[src/sv/bbi_pkg.sv]
// bbi_pkg: shared types and constants of the bilinear block interpolator
// no dependencies; used by bilinear_block_interpolator

package bbi_pkg;

  localparam int CORNER_W  = 16;
  localparam int COORD_W   = 3;
  localparam int NUM_CH    = 3;
  localparam int NUM_DIV   = 3;
  // magnitude of a corner difference, wide enough for a - b - c + d
  localparam int DIFF_W    = 18;
  // log2 of the largest divisor, cell size squared
  localparam int DIV_GUARD = 6;

  localparam int CH_U   = 0;
  localparam int CH_V   = 1;
  localparam int CH_FOG = 2;

  localparam int DIV_COL   = 0;
  localparam int DIV_ROW   = 1;
  localparam int DIV_CROSS = 2;

  typedef logic [CORNER_W-1:0] corner_t;
  typedef logic [DIFF_W-1:0]   diff_mag_t;

endpackage

[src/sv/bilinear_block_interpolator.sv]
// bilinear_block_interpolator: fills one square cell per item by bilinear forward differencing
// depends on bbi_pkg
//
//   channel | ports                               | transfer when
//   input   | in_valid, in_stall, in_*_* corners  | in_valid && !in_stall
//   output  | out_valid, out_stall, out_* fields  | out_valid && !out_stall
//
// one cell gives CELL_SIZE*CELL_SIZE results, one per cycle from the pixel generator while out_stall is low
// the single pixel generator works on one cell at a time and loads the next item as it emits the last pixel
// an item passes step stages 1, 2 and 3 before the generator loads it; each pixel then goes to the output register
// the three step stages hold up to three more cells while the generator runs
// rst_n is synchronous and clears all valid bits; out_stall holds the output register
// and backs up through the generator and the step stages to in_stall

module bilinear_block_interpolator #(
  parameter int CELL_SIZE     = 8,
  parameter int FRACTION_BITS = 8
) (
  input  logic                           clk,
  input  logic                           rst_n,
  input  logic                           in_valid,
  output logic                           in_stall,
  input  logic [bbi_pkg::CORNER_W-1:0]   in_u_top_left,
  input  logic [bbi_pkg::CORNER_W-1:0]   in_u_top_right,
  input  logic [bbi_pkg::CORNER_W-1:0]   in_u_bottom_left,
  input  logic [bbi_pkg::CORNER_W-1:0]   in_u_bottom_right,
  input  logic [bbi_pkg::CORNER_W-1:0]   in_v_top_left,
  input  logic [bbi_pkg::CORNER_W-1:0]   in_v_top_right,
  input  logic [bbi_pkg::CORNER_W-1:0]   in_v_bottom_left,
  input  logic [bbi_pkg::CORNER_W-1:0]   in_v_bottom_right,
  input  logic [bbi_pkg::CORNER_W-1:0]   in_fog_top_left,
  input  logic [bbi_pkg::CORNER_W-1:0]   in_fog_top_right,
  input  logic [bbi_pkg::CORNER_W-1:0]   in_fog_bottom_left,
  input  logic [bbi_pkg::CORNER_W-1:0]   in_fog_bottom_right,
  output logic                           out_valid,
  input  logic                           out_stall,
  output logic [bbi_pkg::COORD_W-1:0]    out_column_in_cell,
  output logic [bbi_pkg::COORD_W-1:0]    out_row_in_cell,
  output logic [bbi_pkg::CORNER_W-1:0]   out_u_value,
  output logic [bbi_pkg::CORNER_W-1:0]   out_v_value,
  output logic [bbi_pkg::CORNER_W-1:0]   out_fog_value,
  output logic                           out_last_of_cell
);

  localparam int F   = FRACTION_BITS;
  localparam int YW  = bbi_pkg::DIFF_W;
  localparam int CW  = (CELL_SIZE > 1) ? $clog2(CELL_SIZE) : 1;
  // reciprocal scale, exact for numerators below 2^(YW+F) and divisors up to 2^DIV_GUARD
  localparam int K   = YW + F + bbi_pkg::DIV_GUARD;
  localparam int S   = K - F;
  localparam int MLO = K / 2;
  localparam int MHI = K - MLO;
  localparam int PW  = YW + K;
  localparam int QW  = YW + F;
  localparam int SW  = QW + 1;
  localparam int AW  = F + 23;
  localparam int NSQ = CELL_SIZE * CELL_SIZE;

  localparam logic [63:0] ONE64 = 64'd1;
  localparam logic [63:0] M_N   = ((ONE64 << K) + 64'(CELL_SIZE) - 64'd1) / 64'(CELL_SIZE);
  localparam logic [63:0] M_X   = ((ONE64 << K) + 64'(NSQ) - 64'd1) / 64'(NSQ);
  localparam logic [63:0] T_N   = ((ONE64 << S) + 64'(CELL_SIZE) - 64'd1) / 64'(CELL_SIZE);
  localparam logic [63:0] T_X   = ((ONE64 << S) + 64'(NSQ) - 64'd1) / 64'(NSQ);

  localparam logic [MLO-1:0] M_N_LO = M_N[MLO-1:0];
  localparam logic [MHI-1:0] M_N_HI = M_N[K-1:MLO];
  localparam logic [MLO-1:0] M_X_LO = M_X[MLO-1:0];
  localparam logic [MHI-1:0] M_X_HI = M_X[K-1:MLO];
  localparam logic [S-1:0]   THR_N  = T_N[S-1:0];
  localparam logic [S-1:0]   THR_X  = T_X[S-1:0];
  localparam logic [CW-1:0]  LAST_C = CW'(CELL_SIZE - 1);

  // corners per channel: top-left, top-right, bottom-left, bottom-right
  bbi_pkg::corner_t  corner [bbi_pkg::NUM_CH][4];

  // stage 1: signed corner differences as magnitude and sign
  logic              s1_valid_r;
  bbi_pkg::corner_t  s1_base_r  [bbi_pkg::NUM_CH];
  bbi_pkg::diff_mag_t s1_mag_r  [bbi_pkg::NUM_CH][bbi_pkg::NUM_DIV];
  logic              s1_neg_r   [bbi_pkg::NUM_CH][bbi_pkg::NUM_DIV];
  bbi_pkg::diff_mag_t s1_mag_nxt [bbi_pkg::NUM_CH][bbi_pkg::NUM_DIV];
  logic              s1_neg_nxt [bbi_pkg::NUM_CH][bbi_pkg::NUM_DIV];

  // stage 2: reciprocal partial products
  logic                s2_valid_r;
  bbi_pkg::corner_t    s2_base_r [bbi_pkg::NUM_CH];
  logic                s2_neg_r  [bbi_pkg::NUM_CH][bbi_pkg::NUM_DIV];
  logic [YW+MLO-1:0]   s2_plo_r  [bbi_pkg::NUM_CH][bbi_pkg::NUM_DIV];
  logic [YW+MHI-1:0]   s2_phi_r  [bbi_pkg::NUM_CH][bbi_pkg::NUM_DIV];
  logic [YW+MLO-1:0]   s2_plo_nxt [bbi_pkg::NUM_CH][bbi_pkg::NUM_DIV];
  logic [YW+MHI-1:0]   s2_phi_nxt [bbi_pkg::NUM_CH][bbi_pkg::NUM_DIV];

  // stage 3: floor quotient of the magnitude and inexact flag
  logic                s3_valid_r;
  bbi_pkg::corner_t    s3_base_r [bbi_pkg::NUM_CH];
  logic                s3_neg_r  [bbi_pkg::NUM_CH][bbi_pkg::NUM_DIV];
  logic [QW-1:0]       s3_q_r    [bbi_pkg::NUM_CH][bbi_pkg::NUM_DIV];
  logic                s3_nx_r   [bbi_pkg::NUM_CH][bbi_pkg::NUM_DIV];
  logic [QW-1:0]       s3_q_nxt  [bbi_pkg::NUM_CH][bbi_pkg::NUM_DIV];
  logic                s3_nx_nxt [bbi_pkg::NUM_CH][bbi_pkg::NUM_DIV];

  // pixel generator
  logic                gen_busy_r;
  logic [CW-1:0]       gen_col_r;
  logic [CW-1:0]       gen_row_r;
  logic signed [AW-1:0] gen_row_start_r [bbi_pkg::NUM_CH];
  logic signed [AW-1:0] gen_cur_r       [bbi_pkg::NUM_CH];
  logic signed [AW-1:0] gen_col_step_r  [bbi_pkg::NUM_CH];
  logic signed [AW-1:0] gen_row_step_r  [bbi_pkg::NUM_CH];
  logic signed [AW-1:0] gen_cross_r     [bbi_pkg::NUM_CH];
  logic signed [AW-1:0] gen_step_nxt    [bbi_pkg::NUM_CH][bbi_pkg::NUM_DIV];
  bbi_pkg::corner_t    gen_sat          [bbi_pkg::NUM_CH];

  // output register
  logic                out_valid_r;
  logic [CW-1:0]       out_col_r;
  logic [CW-1:0]       out_row_r;
  bbi_pkg::corner_t    out_value_r [bbi_pkg::NUM_CH];
  logic                out_last_r;

  logic out_free;
  logic gen_fire;
  logic gen_col_end;
  logic gen_at_last;
  logic gen_done;
  logic gen_load;
  logic s1_ready;
  logic s2_ready;
  logic s3_ready;

  // flow control
  always_comb begin
    out_free    = !out_valid_r || !out_stall;
    gen_fire    = gen_busy_r && out_free;
    gen_col_end = (gen_col_r == LAST_C);
    gen_at_last = gen_col_end && (gen_row_r == LAST_C);
    gen_done    = gen_fire && gen_at_last;
    gen_load    = s3_valid_r && (!gen_busy_r || gen_done);
    s3_ready    = !s3_valid_r || gen_load;
    s2_ready    = !s2_valid_r || s3_ready;
    s1_ready    = !s1_valid_r || s2_ready;
    in_stall    = !s1_ready;
  end

  always_comb begin
    corner[bbi_pkg::CH_U][0]   = in_u_top_left;
    corner[bbi_pkg::CH_U][1]   = in_u_top_right;
    corner[bbi_pkg::CH_U][2]   = in_u_bottom_left;
    corner[bbi_pkg::CH_U][3]   = in_u_bottom_right;
    corner[bbi_pkg::CH_V][0]   = in_v_top_left;
    corner[bbi_pkg::CH_V][1]   = in_v_top_right;
    corner[bbi_pkg::CH_V][2]   = in_v_bottom_left;
    corner[bbi_pkg::CH_V][3]   = in_v_bottom_right;
    corner[bbi_pkg::CH_FOG][0] = in_fog_top_left;
    corner[bbi_pkg::CH_FOG][1] = in_fog_top_right;
    corner[bbi_pkg::CH_FOG][2] = in_fog_bottom_left;
    corner[bbi_pkg::CH_FOG][3] = in_fog_bottom_right;
  end

  // stage 1 logic
  always_comb begin
    logic signed [YW-1:0] a, b, c, d;
    logic signed [YW-1:0] diff [bbi_pkg::NUM_DIV];
    for (int i = 0; i < bbi_pkg::NUM_CH; i++) begin
      a = $signed(YW'(corner[i][0]));
      b = $signed(YW'(corner[i][1]));
      c = $signed(YW'(corner[i][2]));
      d = $signed(YW'(corner[i][3]));
      diff[bbi_pkg::DIV_COL]   = b - a;
      diff[bbi_pkg::DIV_ROW]   = c - a;
      diff[bbi_pkg::DIV_CROSS] = a - b - c + d;
      for (int j = 0; j < bbi_pkg::NUM_DIV; j++) begin
        s1_neg_nxt[i][j] = diff[j][YW-1];
        s1_mag_nxt[i][j] = diff[j][YW-1] ? YW'(-diff[j]) : YW'(diff[j]);
      end
    end
  end

  // stage 2 logic: magnitude times split reciprocal
  always_comb begin
    logic [MLO-1:0] mlo;
    logic [MHI-1:0] mhi;
    for (int i = 0; i < bbi_pkg::NUM_CH; i++) begin
      for (int j = 0; j < bbi_pkg::NUM_DIV; j++) begin
        mlo = (j == bbi_pkg::DIV_CROSS) ? M_X_LO : M_N_LO;
        mhi = (j == bbi_pkg::DIV_CROSS) ? M_X_HI : M_N_HI;
        s2_plo_nxt[i][j] = (YW+MLO)'(s1_mag_r[i][j]) * (YW+MLO)'(mlo);
        s2_phi_nxt[i][j] = (YW+MHI)'(s1_mag_r[i][j]) * (YW+MHI)'(mhi);
      end
    end
  end

  // stage 3 logic: sum partial products, take quotient and remainder test
  always_comb begin
    logic [PW-1:0] full;
    logic [S-1:0]  thr;
    for (int i = 0; i < bbi_pkg::NUM_CH; i++) begin
      for (int j = 0; j < bbi_pkg::NUM_DIV; j++) begin
        thr  = (j == bbi_pkg::DIV_CROSS) ? THR_X : THR_N;
        full = {s2_phi_r[i][j], {MLO{1'b0}}} + PW'(s2_plo_r[i][j]);
        s3_q_nxt[i][j]  = full[PW-1:S];
        s3_nx_nxt[i][j] = (full[S-1:0] >= thr);
      end
    end
  end

  // signed floor steps at generator load
  always_comb begin
    logic signed [SW-1:0] qs;
    for (int i = 0; i < bbi_pkg::NUM_CH; i++) begin
      for (int j = 0; j < bbi_pkg::NUM_DIV; j++) begin
        qs = $signed({1'b0, s3_q_r[i][j]});
        if (s3_neg_r[i][j]) begin
          gen_step_nxt[i][j] = AW'(-(qs + SW'(s3_nx_r[i][j])));
        end else begin
          gen_step_nxt[i][j] = AW'(qs);
        end
      end
    end
  end

  // clamp to 0..65535
  always_comb begin
    for (int i = 0; i < bbi_pkg::NUM_CH; i++) begin
      if (gen_cur_r[i][AW-1]) begin
        gen_sat[i] = '0;
      end else if (|gen_cur_r[i][AW-2:F+bbi_pkg::CORNER_W]) begin
        gen_sat[i] = '1;
      end else begin
        gen_sat[i] = gen_cur_r[i][F+bbi_pkg::CORNER_W-1:F];
      end
    end
  end

  // control registers
  always_ff @(posedge clk) begin
    if (!rst_n) begin
      s1_valid_r  <= 1'b0;
      s2_valid_r  <= 1'b0;
      s3_valid_r  <= 1'b0;
      gen_busy_r  <= 1'b0;
      out_valid_r <= 1'b0;
    end else begin
      if (s1_ready) begin
        s1_valid_r <= in_valid;
      end
      if (s2_ready) begin
        s2_valid_r <= s1_valid_r;
      end
      if (s3_ready) begin
        s3_valid_r <= s2_valid_r;
      end
      if (gen_load) begin
        gen_busy_r <= 1'b1;
      end else if (gen_done) begin
        gen_busy_r <= 1'b0;
      end
      if (gen_fire) begin
        out_valid_r <= 1'b1;
      end else if (!out_stall) begin
        out_valid_r <= 1'b0;
      end
    end
  end

  // step pipeline payload
  always_ff @(posedge clk) begin
    if (s1_ready) begin
      for (int i = 0; i < bbi_pkg::NUM_CH; i++) begin
        s1_base_r[i] <= corner[i][0];
        for (int j = 0; j < bbi_pkg::NUM_DIV; j++) begin
          s1_mag_r[i][j] <= s1_mag_nxt[i][j];
          s1_neg_r[i][j] <= s1_neg_nxt[i][j];
        end
      end
    end
    if (s2_ready) begin
      for (int i = 0; i < bbi_pkg::NUM_CH; i++) begin
        s2_base_r[i] <= s1_base_r[i];
        for (int j = 0; j < bbi_pkg::NUM_DIV; j++) begin
          s2_neg_r[i][j] <= s1_neg_r[i][j];
          s2_plo_r[i][j] <= s2_plo_nxt[i][j];
          s2_phi_r[i][j] <= s2_phi_nxt[i][j];
        end
      end
    end
    if (s3_ready) begin
      for (int i = 0; i < bbi_pkg::NUM_CH; i++) begin
        s3_base_r[i] <= s2_base_r[i];
        for (int j = 0; j < bbi_pkg::NUM_DIV; j++) begin
          s3_neg_r[i][j] <= s2_neg_r[i][j];
          s3_q_r[i][j]   <= s3_q_nxt[i][j];
          s3_nx_r[i][j]  <= s3_nx_nxt[i][j];
        end
      end
    end
  end

  // generator and output payload
  always_ff @(posedge clk) begin
    if (gen_load) begin
      gen_col_r <= '0;
      gen_row_r <= '0;
      for (int i = 0; i < bbi_pkg::NUM_CH; i++) begin
        gen_row_start_r[i] <= $signed(AW'({s3_base_r[i], {F{1'b0}}}));
        gen_cur_r[i]       <= $signed(AW'({s3_base_r[i], {F{1'b0}}}));
        gen_col_step_r[i]  <= gen_step_nxt[i][bbi_pkg::DIV_COL];
        gen_row_step_r[i]  <= gen_step_nxt[i][bbi_pkg::DIV_ROW];
        gen_cross_r[i]     <= gen_step_nxt[i][bbi_pkg::DIV_CROSS];
      end
    end else if (gen_fire) begin
      if (gen_col_end) begin
        gen_col_r <= '0;
        gen_row_r <= gen_row_r + CW'(1);
        for (int i = 0; i < bbi_pkg::NUM_CH; i++) begin
          gen_row_start_r[i] <= gen_row_start_r[i] + gen_row_step_r[i];
          gen_cur_r[i]       <= gen_row_start_r[i] + gen_row_step_r[i];
          gen_col_step_r[i]  <= gen_col_step_r[i] + gen_cross_r[i];
        end
      end else begin
        gen_col_r <= gen_col_r + CW'(1);
        for (int i = 0; i < bbi_pkg::NUM_CH; i++) begin
          gen_cur_r[i] <= gen_cur_r[i] + gen_col_step_r[i];
        end
      end
    end
    if (gen_fire) begin
      out_col_r  <= gen_col_r;
      out_row_r  <= gen_row_r;
      out_last_r <= gen_at_last;
      for (int i = 0; i < bbi_pkg::NUM_CH; i++) begin
        out_value_r[i] <= gen_sat[i];
      end
    end
  end

  assign out_valid          = out_valid_r;
  assign out_column_in_cell = bbi_pkg::COORD_W'(out_col_r);
  assign out_row_in_cell    = bbi_pkg::COORD_W'(out_row_r);
  assign out_u_value        = out_value_r[bbi_pkg::CH_U];
  assign out_v_value        = out_value_r[bbi_pkg::CH_V];
  assign out_fog_value      = out_value_r[bbi_pkg::CH_FOG];
  assign out_last_of_cell   = out_last_r;

  // a pixel that is not the last leaves the generator still holding its cell
  a_nonlast_gen_busy: assert property (@(posedge clk) disable iff (!rst_n)
    (out_valid_r && !out_last_r) |-> gen_busy_r)
    else $error("non-last pixel waiting with idle generator");

  // the last mark sits only on the bottom-right pixel
  a_last_corner: assert property (@(posedge clk) disable iff (!rst_n)
    (out_valid_r && out_last_r) |-> (out_col_r == LAST_C && out_row_r == LAST_C))
    else $error("last mark off the bottom-right pixel");

  // a new cell starts at the top-left pixel
  a_load_origin: assert property (@(posedge clk) disable iff (!rst_n)
    gen_load |=> (gen_busy_r && gen_col_r == '0 && gen_row_r == '0))
    else $error("generator not at cell origin after load");

  // consecutive pixels of a cell follow in row-major order
  a_raster_order: assert property (@(posedge clk) disable iff (!rst_n)
    (out_valid_r && !out_stall && !out_last_r) |=>
      (!out_valid_r ||
       (out_row_r == $past(out_row_r) && out_col_r == $past(out_col_r) + CW'(1)) ||
       (out_col_r == '0 && out_row_r == $past(out_row_r) + CW'(1))))
    else $error("pixel order broken");

endmodule

[config.mk]
export PLATFORM = sky130hd
export DESIGN_NAME = bilinear_block_interpolator
export DESIGN_NICKNAME = d
export VERILOG_FILES = /design/src/sv/bbi_pkg.sv /design/src/sv/bilinear_block_interpolator.sv
export SDC_FILE = /design/constraint.sdc
export NUM_CORES = 2
export LEC_CHECK = 0
export BUFFER_PORTS_ARGS = -buffer_cell sky130_fd_sc_hd__buf_4
export CORE_ASPECT_RATIO = 0.8
export CORE_MARGIN = 10
export CORE_UTILIZATION = 64
export DETAILED_ROUTE_END_ITERATION = 6
export GPL_ROUTABILITY_DRIVEN = 0
export PLACE_DENSITY = 0.89
export SYNTH_ARGS = -nofsm -noshare
export SYNTH_HDL_FRONTEND = slang
export SYNTH_SLANG_ARGS = --single-unit
[constraint.sdc]
create_clock -name clk -period 16.6 [get_ports clk]
set_input_delay 3.32 -clock clk [delete_from_list [all_inputs] [get_ports clk]]
set_output_delay 3.32 -clock clk [all_outputs]
set_load 0.005 [all_outputs]
Word-level counts from Yosys, hierarchy flattened
Memories as Yosys holds them, arrays and structs flattened.
Index checks and enable logic that the tools add are counted.

cells by class
  multiplexer cells = 59
  add/subtract/negate cells = 62
  reduce and logical (&&, ||, !) cells = 21
  equal/unequal tests = 3
  bitwise logic cells = 12
  order comparisons = 9

operator list
  kind                                                                                   count
  31-bit two-way mux                                                                     21
  50-bit by 34-bit adder with 50-bit output, second input constant                       9
  31-bit adder                                                                           9
  27-bit negator with 31-bit output                                                      9
  26-bit by 1-bit adder with 27-bit output                                               9
  18-bit two-way mux                                                                     9
  16-bit by 16-bit subtractor with 17-bit output                                         9
  24-bit by 22-bit greater-or-equal comparator with 1-bit output, second input constant  6
  17-bit negator with 18-bit output                                                      6
  16-bit two-way mux                                                                     6
  24-bit by 19-bit greater-or-equal comparator with 1-bit output, second input constant  3
  18-bit by 17-bit adder with 18-bit output                                              3
  18-bit negator                                                                         3
  17-bit by 17-bit subtractor with 18-bit output                                         3
  1-bit two-way mux                                                                      22
  6-bit OR reduction                                                                     3
  1-bit bitwise OR                                                                       12
  1-bit logical NOT                                                                      7
  3-bit by 1-bit adder with 3-bit output, second input constant                          2
  3-bit equality test, second input constant                                             2
  1-bit logical OR                                                                       5
  1-bit logical AND                                                                      4
  3-bit two-way mux                                                                      1
  2-bit by 1-bit inequality test with 1-bit output, second input constant                1
  2 further kinds                                                                        2

word-level totals
  RAM bits = 1,251
  register bits = 18
  logic and storage cells = 192
  output and inout port bits = 57
  memories = 16
  input bits = 196

memories
  memory            depth  width  read ports  clocked after memory_dff  write ports  RTL line                            source
  s3_q_r            3      78     3           0                         3            bilinear_block_interpolator.sv:97   logic [QW-1:0] s3_q_r [bbi_pkg::NUM_CH][bbi_pkg::NUM_DIV];
  s1_mag_r          3      54     3           0                         3            bilinear_block_interpolator.sv:79   bbi_pkg::diff_mag_t s1_mag_r [bbi_pkg::NUM_CH][bbi_pkg::NUM_DIV];
  s2_phi_r          3      54     3           0                         3            bilinear_block_interpolator.sv:89   logic [YW+MHI-1:0] s2_phi_r [bbi_pkg::NUM_CH][bbi_pkg::NUM_DIV];
  gen_col_step_r    3      31     3           0                         3            bilinear_block_interpolator.sv:108  logic signed [AW-1:0] gen_col_step_r [bbi_pkg::NUM_CH];
  gen_cross_r       3      31     3           0                         3            bilinear_block_interpolator.sv:110  logic signed [AW-1:0] gen_cross_r [bbi_pkg::NUM_CH];
  gen_cur_r         3      31     3           0                         3            bilinear_block_interpolator.sv:107  logic signed [AW-1:0] gen_cur_r [bbi_pkg::NUM_CH];
  10 more memories  n/a    n/a    n/a         n/a                       n/a          n/a

Depth between registers and ports, before layout
  depth after elaboration = 11
  depth in mapped cells = 28
  depth with buffers taken out = 27

Worst setup path before layout
OpenSTA, ideal clock, no wires.

  path type = input -> register
  start point = input port out_stall
  end point = memory gen_col_step_r[0][10] (netlist name) (enable)
  stages = 6
  slack = 3.888 ns
  data arrival time = 12.193 ns
  cell sequence = nand2_1 a21oi_1 nor2b_1 clkbuf_1 a21oi_1 inv_1

RTL lines
  item                RTL line                            source
  start: declaration  bilinear_block_interpolator.sv:36   input logic out_stall,
  end: declaration    bilinear_block_interpolator.sv:108

Worst setup path in the final report
  start point = input port out_stall
  end point = output port in_stall

between the ends
  word-level cells in the longest chain between the ends = 10

ends and longest elaborated chain
  item               RTL line                            source
  1-bit logical NOT  n/a
  1-bit logical OR   bilinear_block_interpolator.sv:133  out_free = !out_valid_r || !out_stall;
  1-bit logical AND  bilinear_block_interpolator.sv:134  gen_fire = gen_busy_r && out_free;
  1-bit logical AND  bilinear_block_interpolator.sv:137  gen_done = gen_fire && gen_at_last;
  1-bit logical OR   bilinear_block_interpolator.sv:138  gen_load = s3_valid_r && (!gen_busy_r || gen_done);
  1-bit logical AND  bilinear_block_interpolator.sv:138
  1-bit logical OR   bilinear_block_interpolator.sv:139  s3_ready = !s3_valid_r || gen_load;
  1-bit logical OR   bilinear_block_interpolator.sv:140  s2_ready = !s2_valid_r || s3_ready;
  1-bit logical OR   bilinear_block_interpolator.sv:141  s1_ready = !s1_valid_r || s2_ready;
  1-bit logical NOT  bilinear_block_interpolator.sv:142  in_stall = !s1_ready;
  end: declaration   bilinear_block_interpolator.sv:22   output logic in_stall,

No other way between the ends.

==> impl_metrics.csv <==
group,metric,value,unit
placement,pre_cts_ws,7.441,ns
sta,fin_worst_skew,0.02511,ns
floorplanning,dieArea,125000,um^2
sta,period_needed,8.738,ns
worst_setup_path,crit_fanout,74,
clocking,cts-hold-fix-buffers,0,
placement,place_hpwl,128800,um
synthesis,ys.flop_type,"edfxtp_1",
drt,drt-wirelength-per-cell,21.12,um
cells_and_area,nNetsFinal,7754,
sta,fin_crit_sh,0.5264,
grt,track_usage,0.2743,
synthesis,yosys.area.top_type_share,0.4802,
drt,drc_errors,5,
sta,drv_slew,0,
power,irDropWorstVdd,109.1,uV
clocking,cts_root_buf,"clkbuf_16",
synthesis,syn_inst,6599,
outcome,violations,"DRC",
grt,grt_antenna_before_repair,5,
grt,grt_pass1_vias,53060,
min_path,hp-class,"flip-flop to flip-flop",
clocking,cts.path.max_buffers,3,
synthesis,synthArstFlopShare,0,
clocking,cts_sinks,1149,
grt,grt_overflow,0,
floorplanning,start_util,0.6441,
grt,met1_usage,0.3491,
grt,grtUsageMet3,0.05785,
synthesis,syn_area,71160,um^2
worst_setup_path,cp-end-kind,"primary output",
sta,tns,0,ns
synthesis,ys_seq_area_frac,0.4833,
sta,setup_viol,0,
power,p_per_area,152.0,nW/um^2
power,p_sw_frac,0.3592,
cells_and_area,stdcell_count,8388,
floorplanning,ios,253,
clocking,clk_pin_slew_worst_paths,0.07,ns
synthesis,yosysWarnings,0,
outcome,status,"finished, violations left",
drt,viasPerCell,6.363,
cells_and_area,syn_to_final_growth,10.27,%
clocking,cts-resized-gates,0,
sta,hold_viol,0,
clocking,cts_tree,"built",
placement,dp_cells,8181,
worst_setup_path,critPathKind,"primary input to primary output",
synthesis,ys_types,92,
worst_setup_path,setup.worst_path.start_class,"primary input",
sta,hold_slack,0.4072,ns
sta,rsz0062_at_grt,"no",
power,pwr-share-comb,0.407,
sta,fmax,114.4,MHz
sta,setup_slack,7.862,ns
floorplanning,core.rowCount,109,
synthesis,yosys.cell_count.top_type,"edfxtp_1",
grt,grt_pass1_wl,278600,um
grt,grt_max_degree,131,
placement,place_area,74580,um^2
worst_setup_path,cp_data_required_time,13.28,ns
cells_and_area,n_antenna_cell,0,
power,p_clk_frac,0.227,
clocking,h-tree-depth,3,
synthesis,ys_ff_latch,1149,
power,p_sw,0.004283,W
power,internal_power,0.007640,W
drt,firstDrtPassIters,7,
drt,routed_wirelength,177100,um
synthesis,yosys.area.top_type,"edfxtp_1",
drt,vias,53370,
placement,port_buffers,252,
power,seq_power_share,0.367,
synthesis,synth-edff-count,1138,
drt,drtAntennaViolNets,0,
floorplanning,fp.dieH,318.2,um
flow_run,max-cap-violations,0,
cells_and_area,layout-drive-gt1-share,0.07804,
floorplanning,die_x,392.8,um
synthesis,yosys-top-cells-area,"edfxtp_1, ha_1, xnor2_1",
clocking,cts_made_buffers,112,
worst_setup_path,crit_arrival,5.42,ns
sta,max_slew_margin,0.1294,
cells_and_area,fin_area,78460,um^2
floorplanning,core-area,110500,um^2
drt,drtIter0Drc,5807,
synthesis,synth_top_cells_by_count,"edfxtp_1, ha_1, inv_1",
power,power.leakage,33.22,nW
clocking,clk_latency,0.74,ns
synthesis,avgSynthCellArea,10.78,um^2
grt,grtUsageMet2,0.4512,
clocking,post-cts-setup-buffer-count,0,
grt,busiest_layer,"met2",
sta,tightest_slew,1.273,ns
==> critical path: stages <==
cell     delay (ns)
buf_4          0.07
nand2_1        0.08
a21oi_1        0.48
and3_1         0.44
nand2_4        0.59
inv_1          0.27
buf_4          0.15
==> cell families (layout without fill, tap and decap cells) <==
logic type | count (synthesis) | after routing | synth area share
mux | 58 | 58 | 0.008335
buf+inv | 732 | 1073 | 0.03891
compound gates | 1804 | 1804 | 0.1610
fa+ha+maj | 706 | 706 | 0.1308
other cells | 1 | 6 | 0.00005270
simple gates | 1530 | 1530 | 0.1013
flops | 1149 | 1149 | 0.4833
xor+xnor | 619 | 619 | 0.07619
==> flip-flops by register name, summed over array words and instances (netlist names), 9 cells and up <==
| register | flops |
|---|---|
| gen_row_step_r | 78 |
| s3_neg_r | 9 |
| gen_row_start_r | 87 |
| s1_base_r | 48 |
| s2_phi_r | 162 |
| s1_neg_r | 9 |
| gen_cross_r | 87 |
| gen_col_step_r | 87 |
| s2_base_r | 48 |
| s3_q_r | 162 |
| s1_mag_r | 162 |
| gen_cur_r | 87 |
| s2_neg_r | 9 |
| s3_base_r | 48 |
| out_value_r | 48 |
==> layout make-up <==
type,count,area (um^2)
clock buffers,121,2858
clock inverters,86,1028
fillers,7096,32000
inverters,592,2235
multi-input cells,4723,34080
flip-flops and latches,1149,34390
well taps,1443,1805
repair buffers,274,2069
==> worst paths after layout <==
path	start	cells past startpoint	to	slack (ns)
setup reg to reg	gen_col_r[0]	9	gen_col_step_r[0][37]	11.74
hold reg to reg	s2_base_r[0][27]	0	s3_base_r[0][27]	0.41
hold / removal	s2_base_r[0][27]	0	s3_base_r[0][27]	0.41
setup / recovery	out_stall	7	in_stall	7.86
==> power by group through the flow <==
stage | registers, W | clock network, W | logic, W
6_report | 0.00437 | 0.00270 | 0.00485
5_1_grt | 0.00441 | 0.00284 | 0.00534
4_1_cts | 0.00436 | 0.00273 | 0.00474
3_5_place_dp | 0.00442 | 0 | 0.00465
3_3_place_gp | 0.00438 | 0 | 0.00438
2_1_floorplan | 0.00425 | 0 | 0.00369
==> metal layers <==
metal | vias up | share of wire
li1 | 24550 | -
met1 | 25260 | 0.39
met2 | 2926 | 0.47
met3 | 637 | 0.096
met4 | 4 | 0.047
met5 | - | 0.00014
==> through the flow <==
stage / util / power [W]
2_1_floorplan: - / 0.007938
3_3_place_gp: 0.6751 / 0.008767
3_5_place_dp: 0.6751 / 0.009065
4_1_cts: 0.7103 / 0.01183
5_1_grt: 0.7103 / 0.01259
6_report: 0.7103 / 0.01192
==> layout by cell type (no fill, tap or decap), drive strengths merged, types with 63 or more instances in the layout <==
cell    count
edfxtp   1138
ha        643
inv       598
a21oi     496
nor2      452
o21ai     440
nand2     439
xnor2     426
buf       274
a21o      231
xor2      193
clkbuf    121
o21a      116
nor3      114
nand3      85
nor2b      80
o21bai     73
nand2b     72
fa         63
No activity file was read; power rests on OpenSTA's default activity.
